$ cat src/rtl/ip_l4_checksum_engine_macros.svh
// Assertion macros for the L4 checksum engine.
`ifndef IP_L4_CHECKSUM_ENGINE_MACROS_SVH
`define IP_L4_CHECKSUM_ENGINE_MACROS_SVH

// Check that cond holds in the same cycle as trig.
`define IPCS_ASSERT_SAME(label, trig, cond) \
    label: assert property (@(posedge i_clk) disable iff (!i_rst_n) (trig) |-> (cond)) \
        else $error("checksum engine assertion failed");

// Check that cond holds in the cycle after trig.
`define IPCS_ASSERT_NEXT(label, trig, cond) \
    label: assert property (@(posedge i_clk) disable iff (!i_rst_n) (trig) |=> (cond)) \
        else $error("checksum engine assertion failed");

`endif

$ cat src/rtl/ipcs_pkg.sv
// Shared types, constants and helpers of the L4 checksum engine.
package ipcs_pkg;

    localparam int WORD_W = 16;
    localparam int IDX_W  = 15;
    localparam int HW_W   = 5;

    localparam logic [WORD_W-1:0] PROTO_UDP   = 16'd17;
    localparam logic [WORD_W-1:0] PROTO_TCP   = 16'd6;
    localparam logic [WORD_W-1:0] HIGH_MASK   = 16'hFF00;
    localparam logic [HW_W-1:0]   HDR_MIN     = 5'd5;
    localparam logic [IDX_W-1:0]  IP_CSUM_IDX = 15'd5;
    localparam logic [IDX_W-1:0]  ADDR_FIRST  = 15'd6;
    localparam logic [IDX_W-1:0]  ADDR_LAST   = 15'd9;
    localparam logic [IDX_W-1:0]  TLEN_IDX    = 15'd1;
    localparam logic [IDX_W-1:0]  INDEX_MAX   = 15'h7FFF;

    typedef enum logic [1:0] {
        KIND_IP   = 2'd0,
        KIND_UDP  = 2'd1,
        KIND_TCP  = 2'd2,
        KIND_ICMP = 2'd3
    } t_kind;

    typedef struct packed {
        t_kind             kind;
        logic [WORD_W-1:0] word;
        logic              last;
    } t_word;

    typedef struct packed {
        logic [WORD_W-1:0] checksum;
        logic              truncated;
        t_kind             kind_done;
    } t_result;

    function automatic logic [WORD_W-1:0] oc_add(input logic [WORD_W-1:0] a,
                                                 input logic [WORD_W-1:0] b);
        logic [WORD_W:0] t;
        t = {1'b0, a} + {1'b0, b};
        return t[WORD_W-1:0] + {{(WORD_W-1){1'b0}}, t[WORD_W]};
    endfunction

endpackage

$ cat src/rtl/ipcs_in_reg.sv
// Input register of the L4 checksum engine.
module ipcs_in_reg (
    input  logic           i_clk,
    input  logic           i_rst_n,
    input  logic           i_valid,
    output logic           o_ready,
    input  ipcs_pkg::t_word i_item,
    output logic           o_valid,
    output ipcs_pkg::t_word o_item,
    input  logic           i_take
);
    import ipcs_pkg::*;

    logic  r_valid;
    t_word r_item;

    assign o_ready = !r_valid || i_take;
    assign o_valid = r_valid;
    assign o_item  = r_item;

    always_ff @(posedge i_clk) begin
        if (!i_rst_n) begin
            r_valid <= 1'b0;
        end else if (o_ready) begin
            r_valid <= i_valid;
        end
        if (o_ready && i_valid) begin
            r_item <= i_item;
        end
    end

endmodule

$ cat src/rtl/ipcs_calc.sv
// Per-word checksum state update and end-of-packet result logic.
`include "ip_l4_checksum_engine_macros.svh"
module ipcs_calc (
    input  logic              i_clk,
    input  logic              i_rst_n,
    input  logic              i_valid,
    input  ipcs_pkg::t_word   i_item,
    input  logic              i_out_free,
    output logic              o_take,
    output logic              o_res_valid,
    output ipcs_pkg::t_result o_res
);
    import ipcs_pkg::*;

    logic [WORD_W-1:0] r_sum;
    logic [IDX_W-1:0]  r_word_index;
    logic [HW_W-1:0]   r_header_words;
    logic [WORD_W-1:0] r_l4_length;
    t_kind             r_kind;
    logic              r_index_full;

    t_kind             c_kind;
    logic [HW_W-1:0]   c_hw;
    logic [WORD_W-1:0] c_sum;
    logic [WORD_W-1:0] n_sum;
    logic [WORD_W-1:0] n_l4_length;
    logic [WORD_W-1:0] pre_sum;
    logic [WORD_W-1:0] w;
    logic [IDX_W-1:0]  idx;
    logic [5:0]        s;
    logic [6:0]        hdr_octets;
    logic [IDX_W-1:0]  off;
    logic [WORD_W-1:0] ext;
    logic [WORD_W:0]   off2;
    logic              whole;
    logic              half;
    logic [WORD_W-1:0] e_sum;
    logic [WORD_W-1:0] e_l4;
    logic [HW_W-1:0]   e_hw;
    t_kind             e_kind;
    logic [5:0]        e_s;
    logic [WORD_W:0]   n_cnt;
    logic [WORD_W:0]   req;
    logic [WORD_W-1:0] e_ext;
    logic              trunc;

    assign o_take      = i_valid && (!i_item.last || i_out_free);
    assign o_res_valid = o_take && i_item.last;

    always_comb begin
        w   = i_item.word;
        idx = r_word_index;
        if (idx == '0) begin
            c_kind = i_item.kind;
            c_hw   = (w[11:8] < HDR_MIN[3:0]) ? HDR_MIN : {1'b0, w[11:8]};
            c_sum  = '0;
            n_l4_length = '0;
        end else begin
            c_kind = r_kind;
            c_hw   = r_header_words;
            c_sum  = r_sum;
            n_l4_length = r_l4_length;
        end
        s          = {c_hw, 1'b0};
        hdr_octets = {c_hw, 2'b00};
        pre_sum    = c_sum;

        if (idx == TLEN_IDX && (c_kind == KIND_TCP || c_kind == KIND_ICMP)) begin
            n_l4_length = (w >= {9'd0, hdr_octets}) ? (w - {9'd0, hdr_octets}) : '0;
        end
        if (idx == TLEN_IDX && c_kind == KIND_TCP) begin
            pre_sum = oc_add(oc_add(c_sum, PROTO_TCP), n_l4_length);
        end else if ((c_kind == KIND_UDP || c_kind == KIND_TCP)
                     && idx >= ADDR_FIRST && idx <= ADDR_LAST) begin
            pre_sum = oc_add(c_sum, w);
        end else if (c_kind == KIND_UDP && idx == ({9'd0, s} + 15'd2)) begin
            n_l4_length = w;
            pre_sum = oc_add(oc_add(c_sum, PROTO_UDP), w);
        end

        off  = idx - {9'd0, s};
        off2 = {1'b0, off, 1'b0};
        ext  = n_l4_length;
        if (c_kind == KIND_UDP && ext < 16'd4) begin
            ext = 16'd4;
        end
        if (c_kind == KIND_UDP && off < 15'd2) begin
            whole = 1'b1;
            half  = 1'b0;
        end else begin
            whole = (off2 + 17'd2) <= {1'b0, ext};
            half  = (off2 + 17'd1) == {1'b0, ext};
        end

        n_sum = pre_sum;
        if (c_kind == KIND_IP) begin
            if (idx < {9'd0, s} && idx != IP_CSUM_IDX) begin
                n_sum = oc_add(pre_sum, w);
            end
        end else if (idx >= {9'd0, s}) begin
            if (whole) begin
                if (!(c_kind == KIND_ICMP && off == 15'd1)) begin
                    n_sum = oc_add(pre_sum, w);
                end
            end else if (half) begin
                n_sum = oc_add(pre_sum, w & HIGH_MASK);
            end
        end

        if (r_index_full) begin
            e_sum  = r_sum;
            e_l4   = r_l4_length;
            e_hw   = r_header_words;
            e_kind = r_kind;
            n_cnt  = 17'h08000;
        end else begin
            e_sum  = n_sum;
            e_l4   = n_l4_length;
            e_hw   = c_hw;
            e_kind = c_kind;
            n_cnt  = {2'b00, idx} + 17'd1;
        end
        e_s   = {e_hw, 1'b0};
        e_ext = e_l4;
        if (e_kind == KIND_UDP && e_ext < 16'd4) begin
            e_ext = 16'd4;
        end
        req = {11'd0, e_s} + (({1'b0, e_ext} + 17'd1) >> 1);
        unique case (e_kind)
            KIND_IP:  trunc = n_cnt < {11'd0, e_s};
            KIND_UDP: trunc = (n_cnt < ({11'd0, e_s} + 17'd3)) || (n_cnt < req);
            default:  trunc = (n_cnt < 17'd2) || (n_cnt < req);
        endcase

        o_res.checksum  = ~e_sum;
        o_res.truncated = trunc;
        o_res.kind_done = e_kind;
    end

    always_ff @(posedge i_clk) begin
        if (!i_rst_n) begin
            r_sum          <= '0;
            r_word_index   <= '0;
            r_header_words <= '0;
            r_l4_length    <= '0;
            r_kind         <= KIND_IP;
            r_index_full   <= 1'b0;
        end else if (o_take) begin
            if (!r_index_full) begin
                r_sum          <= n_sum;
                r_header_words <= c_hw;
                r_l4_length    <= n_l4_length;
                r_kind         <= c_kind;
            end
            if (i_item.last) begin
                r_word_index <= '0;
                r_index_full <= 1'b0;
            end else if (!r_index_full) begin
                if (idx == INDEX_MAX) begin
                    r_index_full <= 1'b1;
                end else begin
                    r_word_index <= idx + 15'd1;
                end
            end
        end
    end

    `IPCS_ASSERT_NEXT(a_last_rewinds, o_take && i_item.last, r_word_index == '0 && !r_index_full)
    `IPCS_ASSERT_SAME(a_full_at_max, r_index_full, r_word_index == INDEX_MAX)
    `IPCS_ASSERT_SAME(a_hdr_min, r_word_index != '0, r_header_words >= HDR_MIN)
    `IPCS_ASSERT_SAME(a_result_on_last, o_res_valid, o_take && i_item.last)

endmodule

$ cat src/rtl/ip_l4_checksum_engine.sv
// Top level of the IPv4 header / UDP / TCP / ICMP streaming checksum engine.
// Throughput: one packet word per cycle, including packet boundaries, while the output is not stalled.
// Result path: the last word passes the input register, then the result is computed from the
// checksum state and registered in the output result register, with the state update.
// Output stalls back-pressure the input only on a last word while the result is held.
// Reset: synchronous, active low; clears all valids, the running sum and word counters.
module ip_l4_checksum_engine (
    input  logic        i_clk,
    input  logic        i_rst_n,
    input  logic        s_axis_tvalid,
    output logic        s_axis_tready,
    input  logic [15:0] s_axis_tdata,   // [15:0] packet_word
    input  logic        s_axis_tlast,   // last_word
    input  logic [1:0]  s_axis_tuser,   // [1:0] action
    output logic        m_axis_tvalid,
    input  logic        m_axis_tready,
    output logic [15:0] m_axis_tdata,   // [15:0] checksum
    output logic [2:0]  m_axis_tuser    // [0] truncated, [2:1] kind_done
);
    import ipcs_pkg::*;

    t_word   in_item;
    t_word   st_item;
    logic    st_valid;
    logic    take;
    logic    out_free;
    logic    res_valid;
    t_result res;

    logic    r_m_valid;
    t_result r_m_res;

    assign in_item.kind = t_kind'(s_axis_tuser);
    assign in_item.word = s_axis_tdata;
    assign in_item.last = s_axis_tlast;

    ipcs_in_reg u_in_reg (
        .i_clk   (i_clk),
        .i_rst_n (i_rst_n),
        .i_valid (s_axis_tvalid),
        .o_ready (s_axis_tready),
        .i_item  (in_item),
        .o_valid (st_valid),
        .o_item  (st_item),
        .i_take  (take)
    );

    assign out_free = !r_m_valid || m_axis_tready;

    ipcs_calc u_calc (
        .i_clk       (i_clk),
        .i_rst_n     (i_rst_n),
        .i_valid     (st_valid),
        .i_item      (st_item),
        .i_out_free  (out_free),
        .o_take      (take),
        .o_res_valid (res_valid),
        .o_res       (res)
    );

    always_ff @(posedge i_clk) begin
        if (!i_rst_n) begin
            r_m_valid <= 1'b0;
        end else if (out_free) begin
            r_m_valid <= res_valid;
        end
        if (res_valid) begin
            r_m_res <= res;
        end
    end

    assign m_axis_tvalid = r_m_valid;
    assign m_axis_tdata  = r_m_res.checksum;
    assign m_axis_tuser  = {r_m_res.kind_done, r_m_res.truncated};

endmodule

$ cat config.mk
export PLATFORM = sky130hd
export DESIGN_NAME = ip_l4_checksum_engine
export DESIGN_NICKNAME = d
export VERILOG_FILES = /design/src/rtl/ipcs_pkg.sv /design/src/rtl/ipcs_in_reg.sv /design/src/rtl/ipcs_calc.sv /design/src/rtl/ip_l4_checksum_engine.sv
export VERILOG_INCLUDE_DIRS = /design/src /design/src/rtl
export SDC_FILE = /design/constraint.sdc
export NUM_CORES = 1
export LEC_CHECK = 0
export BUFFER_PORTS_ARGS = -buffer_cell sky130_fd_sc_hd__buf_2
export CAP_MARGIN = 30
export CORE_AREA = 8 8 164 205
export CTS_BUF_LIST = sky130_fd_sc_hd__clkbuf_4 sky130_fd_sc_hd__clkbuf_8
export CTS_CLUSTER_DIAMETER = 30
export DETAILED_ROUTE_END_ITERATION = 10
export DIE_AREA = 0 0 172 213
export MAX_ROUTING_LAYER = met4
export PLACE_DENSITY = 0.71
export SLEW_MARGIN = 20
export SYNTH_ARGS = -nofsm -noshare
export SYNTH_HDL_FRONTEND = slang
export SYNTH_SLANG_ARGS = --single-unit
$ cat constraint.sdc
create_clock -name i_clk -period 24.2 [get_ports i_clk]
set_input_delay 2.42 -clock i_clk [delete_from_list [all_inputs] [get_ports i_clk]]
set_output_delay 2.42 -clock i_clk [all_outputs]
set_load 0.1 [all_outputs]
# [Yosys cells after proc, flatten, opt, wreduce, memory -nomap -nowiden]
# Index checks and enable logic that the tools add are counted.
[op_classes] addsub=24 order_cmp=14 eq_ne=12 muxes=35 n_bitwise=1 n_reduce_logical=27
[op_table] cell="16-bit two-way mux" n=20
[op_table] cell="16-bit by 1-bit adder with 16-bit output" n=7
[op_table] cell="16-bit by 16-bit adder with 17-bit output" n=5
[op_table] cell="15-bit two-way mux" n=3
[op_table] cell="16-bit by 1-bit adder with 17-bit output, second input constant" n=2
[op_table] cell="17-bit < comparator" n=2
[op_table] cell="16-bit by 3-bit < comparator with 1-bit output, second input constant" n=2
[op_table] cell="15-bit by 1-bit == test with 1-bit output, second input constant" n=2
[op_table] cell="16-bit by 2-bit adder with 17-bit output, second input constant" n=1
[op_table] cell="16-bit by 3-bit adder with 17-bit output, second input constant" n=1
[op_table] cell="16-bit by 5-bit adder with 17-bit output, second input constant" n=1
[op_table] cell="6-bit by 16-bit adder with 17-bit output" n=1
[op_table] cell="17-bit by 16-bit == test with 1-bit output" n=1
[op_table] cell="17-bit by 16-bit less-or-equal comparator with 1-bit output" n=1
[op_table] cell="17-bit by 2-bit < comparator with 1-bit output, second input constant" n=1
[op_table] cell="17-bit by 6-bit < comparator with 1-bit output" n=1
[op_table] cell="17-bit two-way mux" n=1
[op_table] cell="15-bit by 1-bit adder with 16-bit output, second input constant" n=1
[op_table] cell="16-bit by 7-bit greater-or-equal comparator with 1-bit output" n=1
[op_table] cell="16-bit inverter" n=1
[op_table] cell="16-bit by 7-bit subtractor with 16-bit output" n=1
[op_table] cell="15-bit by 1-bit adder with 15-bit output, second input constant" n=1
[op_table] cell="15-bit == test" n=1
[op_table] cell="15-bit == test, second input constant" n=1
[op_table] cell="23 further kinds" n=54
[totals] ff_bits=95 inputBits=23 word_cells=127

# [Longest topological paths before layout]
[logic_depth] word_depth=20 mapped_depth=60 depth_no_buf=58

# [Modules after synthesis]
# A second synthesis with hierarchy kept.
[unflattened] hier_cells=2289 hier_area_um2=16897.5
[modules_own_cells] mod="ipcs_calc" instances=1 cells_per_inst=2242 area_per_inst_um2=15650.0 seq_area_each_um2=1101.1
[modules_own_cells] mod="ipcs_in_reg" instances=1 cells_per_inst=24 area_per_inst_um2=628.1 seq_area_each_um2=590.6
[modules_own_cells] mod="ip_l4_checksum_engine" instances=1 cells_per_inst=23 area_per_inst_um2=619.3 seq_area_each_um2=590.6

# [Worst setup path before layout]
# OpenSTA, ideal clock, no wires.
[synth_timing] path_kind="register to register" from="register u_calc.r_word_index[0], in the netlist u_calc.idx[0]" to="register r_m_res, in the netlist m_axis_tdata[14] (data pin)" setup_ps=271 arrival_time_ps=10878 setup_slack_ps=13051 path_stages_with_launch=58 n_path_buf=3 period_less_slack_ps=11149 path_cell_list="dfxtp_1 inv_1 ha_1 nor4b_4 nand4_2 clkbuf_1 clkbuf_1 clkbuf_1 nand2_1 ha_1 nor3_1 nand2_1 nor3_1 a41oi_2 a41oi_1 o21ai_0 ha_1 fa_1 (+22 left out) nand2_1 o21ai_0 a311o_1 a21oi_1 o21ai_0 a21o_1 ha_1 ha_1 nand2_1 nor3_1 and3_1 nand3_1 nor2_1 xnor2_1 a21oi_1 o21ai_0 nand3_1 mux2i_1"
[synth_rtl] element="from (decl)" line_no="ipcs_calc.sv:16" rtl="logic [IDX_W-1:0] r_word_index;"
[synth_rtl] element="from (signal assigned)" line_no="ipcs_calc.sv:162" rtl="r_word_index <= idx + 15'd1;"
[synth_rtl] element="to (signal assigned)" line_no="ip_l4_checksum_engine.sv:68" rtl="r_m_res <= res;"
[synth_rtl] element="to (decl)" line_no="ip_l4_checksum_engine.sv:31" rtl="t_result r_m_res;"

==> run metrics <==
endpoints failing hold 0; Hold Crit Class flip-flop to flip-flop; Worst Path Required 24.35 ns; drt drc 0; remaining global-route overflow 0; Seq cells post-synth 95; postcts setup bufs 0; Reg clk slew, reported paths 0.12 ns; Reg2Reg Depth 54; CP Launch Type flip-flop; share of cells above drive strength 1 8.528%; CTS resizes 0; Post-Syn Nets 2412; WHS Path Cells 2; Post-DRT Antenna Nets 0; Warnings, synthesis 0; CORE AREA 30450 um^2; async set-reset flop share out of synthesis 0%; critical path capture point type flip-flop; syn_area_per_cell 7.343 um^2; WS Path Type flip-flop to flip-flop; CP max-delay cell a41oi_1; DRT Wirelength 70600 um; Nets 2396; Crit path largest cell delay 0.77 ns; HP Start u_calc.r_l4_length[14]$_SDFFE_PN0P_; vias in the first global route 17100; Finished Layout Cells 2639; initial antenna violation count 3; CTS Buf Count 9; Leakage Power 0.007005 uW; Slew @ Worst Pin 0.9853 ns; hpwl dp 55630 um; largest net degree at the start of global routing 54; num rows 72; synthesized instance count 2239; # IOs 44; RR Startpoint u_calc.idx[0]$_SDFFE_PN0P_; Worst-Skew Late Latency 0.41 ns; chip height 213 um; Min Hold Slack 0.5095 ns; Worst Slack Setup Final 10.96 ns; Die Width 172 um; Mapped Area 16440 um^2; routed len/inst 26.75 um; CTS tree built; PwrDens 34.75 nW/um^2; Port Buffers 43; Root Driver clkbuf_8; post-route setup TNS 0 ns; Hold Buf Count CTS 0; CP Max Fanout 33; crit path DAT 13.38 ns; Slew headroom 33.92%; status finished clean; reg2reg end m_axis_tdata[14]$_DFFE_PP_; dominant synthesized flop cell dfxtp_1; Worst Hold Endpoint u_calc.r_l4_length[14]$_SDFFE_PN0P_; Final period util 54.70%; maximum VDD drop 0.00002421 V; GRT Total Usage 39.32%; DR iter-0 viols 1687; number of distinct library cells after synthesis 116; CTS H-tree lvls 3; Max Clk Rate 75.54 MHz; first-pass GRT wire length 104200 um; Final min period 13.24 ns; maxcap violations 0; sequential area share after synthesis 13.88%; CTS Buffer Depth 2; Via density 6.787; Max Slew Vio Count 0; Final GP Congestion 1.095; pre-CTS setup slack 11.29 ns; CTS Sinks 95; cell count after placement 2616; first drt pass iteration count 5; Setup Skew 0.01763 ns; die area 36640 um^2; endpoints failing setup 0; r2r setup slk 10.96 ns; Initial Util 54.00%; Layout area overhead 4.642%; RSZ-0062 raised after global routing false; Via Count 17910; CP most frequent cell ha_1; EDFF count, synth 38
cell usage after synthesis, types with 30 or more instances:
master / n / share of area [%]
and3_1: 35 / 1.3
xnor2_1: 162 / 8.6
nor4_1: 31 / 1.2
nand3_1: 103 / 3.1
nand4_1: 38 / 1.4
a21oi_1: 118 / 3.6
clkbuf_1: 82 / 1.9
xor2_1: 86 / 4.6
and2_1: 31 / 1.2
o21ai_0: 134 / 4.1
inv_1: 90 / 2.1
edfxtp_1: 38 / 6.9
nor3_1: 68 / 2.1
dfxtp_1: 57 / 6.9
a211oi_1: 45 / 2.1
nor2_1: 206 / 4.7
ha_1: 145 / 11
nand2_1: 209 / 4.8
mux2i_1: 30 / 1.8
a21o_1: 41 / 1.9
o21a_1: 30 / 1.4
power by group:
part / internal, uW / total [uW] / leakage (uW) / switching, uW
Combinational: 102 / 301 / 0.00610 / 199
Clock: 40.1 / 107 / 0.0000913 / 66.7
Sequential: 175 / 190 / 0.000817 / 14.8
Total: 318 / 598 / 0.00700 / 280
worst max path at each step:
stage	startpoint	endpoint	slack (ns)	cells after the start
2_1_floorplan	u_calc.idx[0]$_SDFFE_PN0P_	m_axis_tdata[14]$_DFFE_PP_	13.05	57
3_3_place_gp	u_calc.idx[0]$_SDFFE_PN0P_	m_axis_tdata[14]$_DFFE_PP_	11.73	55
3_5_place_dp	u_calc.idx[0]$_SDFFE_PN0P_	m_axis_tdata[14]$_DFFE_PP_	11.29	52
4_1_cts	u_calc.idx[0]$_SDFFE_PN0P_	m_axis_tdata[14]$_DFFE_PP_	11.24	52
5_1_grt	u_calc.idx[0]$_SDFFE_PN0P_	m_axis_tdata[14]$_DFFE_PP_	9.91	54
6_report	u_calc.idx[0]$_SDFFE_PN0P_	m_axis_tdata[14]$_DFFE_PP_	10.96	54
cell usage in the layout, fill, tap and decap left out, types with 41 or more instances in the layout:
master / Yosys / routed
nor2_1: 206 / 206
dfxtp_1: 57 / 56
a21o_1: 41 / 41
inv_1: 90 / 90
nand3_1: 103 / 103
a211oi_1: 45 / 45
xnor2_1: 162 / 162
buf_2: 10 / 45
nor3_1: 68 / 67
a21oi_1: 118 / 118
nand2_1: 209 / 209
xor2_1: 86 / 86
o21ai_0: 134 / 134
ha_1: 145 / 145
flip-flops by register name (all words and copies together), names as in the netlist:
name / flops
u_calc.r_kind: 2
u_in_reg.o_item: 19
m_axis_tvalid: 1
m_axis_tdata: 16
u_calc.r_sum: 16
u_calc.idx: 15
u_calc.r_index_full: 1
m_axis_tuser: 3
u_calc.r_header_words: 5
u_in_reg.o_valid: 1
u_calc.r_l4_length: 16
per-layer routing:
metal  GRT usage (%)  vias to the layer above  routed length, um
met5               -                        -                  0
li1                -                     8216                  -
met2           63.86                      964              33030
met3           6.696                      346               5164
met4           35.02                        0               7713
met1           40.55                     8384              24690
worst max-delay path: cells and delay by family, from the launching register on:
kind / cells / cell delay, ns
AOI/OAI and AO/OA: 20 / 5.59
xor gates and xnor gates: 2 / 0.22
adders and majority gates: 8 / 2.26
buffers and inverters: 3 / 0.73
DFF: 1 / 0.57
muxes: 1 / 0.08
and+or+nand+nor: 20 / 3.53
metrics by stage:
| step | util (%) | total power [uW] | area [um^2] |
|---|---|---|---|
| 2_1_floorplan | - | 395.3 | 16440 |
| 3_3_place_gp | 55.63 | 479.0 | 16940 |
| 3_5_place_dp | 55.76 | 483.3 | 16980 |
| 4_1_cts | 56.36 | 588.1 | 17160 |
| 5_1_grt | 56.50 | 625.8 | 17210 |
| 6_report | 56.50 | 597.9 | 17210 |
area by class of cell:
| class | instances | area (um^2) |
|---|---|---|
| antenna | 4 | 10.01 |
| clock buffer | 10 | 131.4 |
| clock inverter | 6 | 51.30 |
| fill | 3059 | 13240 |
| inverter | 92 | 345.3 |
| multi-input combinational | 1947 | 13380 |
| sequential | 95 | 2283 |
| tap | 407 | 509.2 |
| timing repair buffer | 78 | 491.7 |
logic make-up after synthesis:
kind of cell / after synthesis / share of synthesized area, %
AND/OR/NAND/NOR: 880 / 27.02
AO/OA/AOI/OAI: 619 / 25.93
XOR/XNOR: 253 / 13.71
buffers and inverters: 197 / 4.878
adder cells (fa/ha/maj): 151 / 11.70
flip-flops: 95 / 13.88
multiplexers: 44 / 2.884
Power figures use the tool's default switching activity.
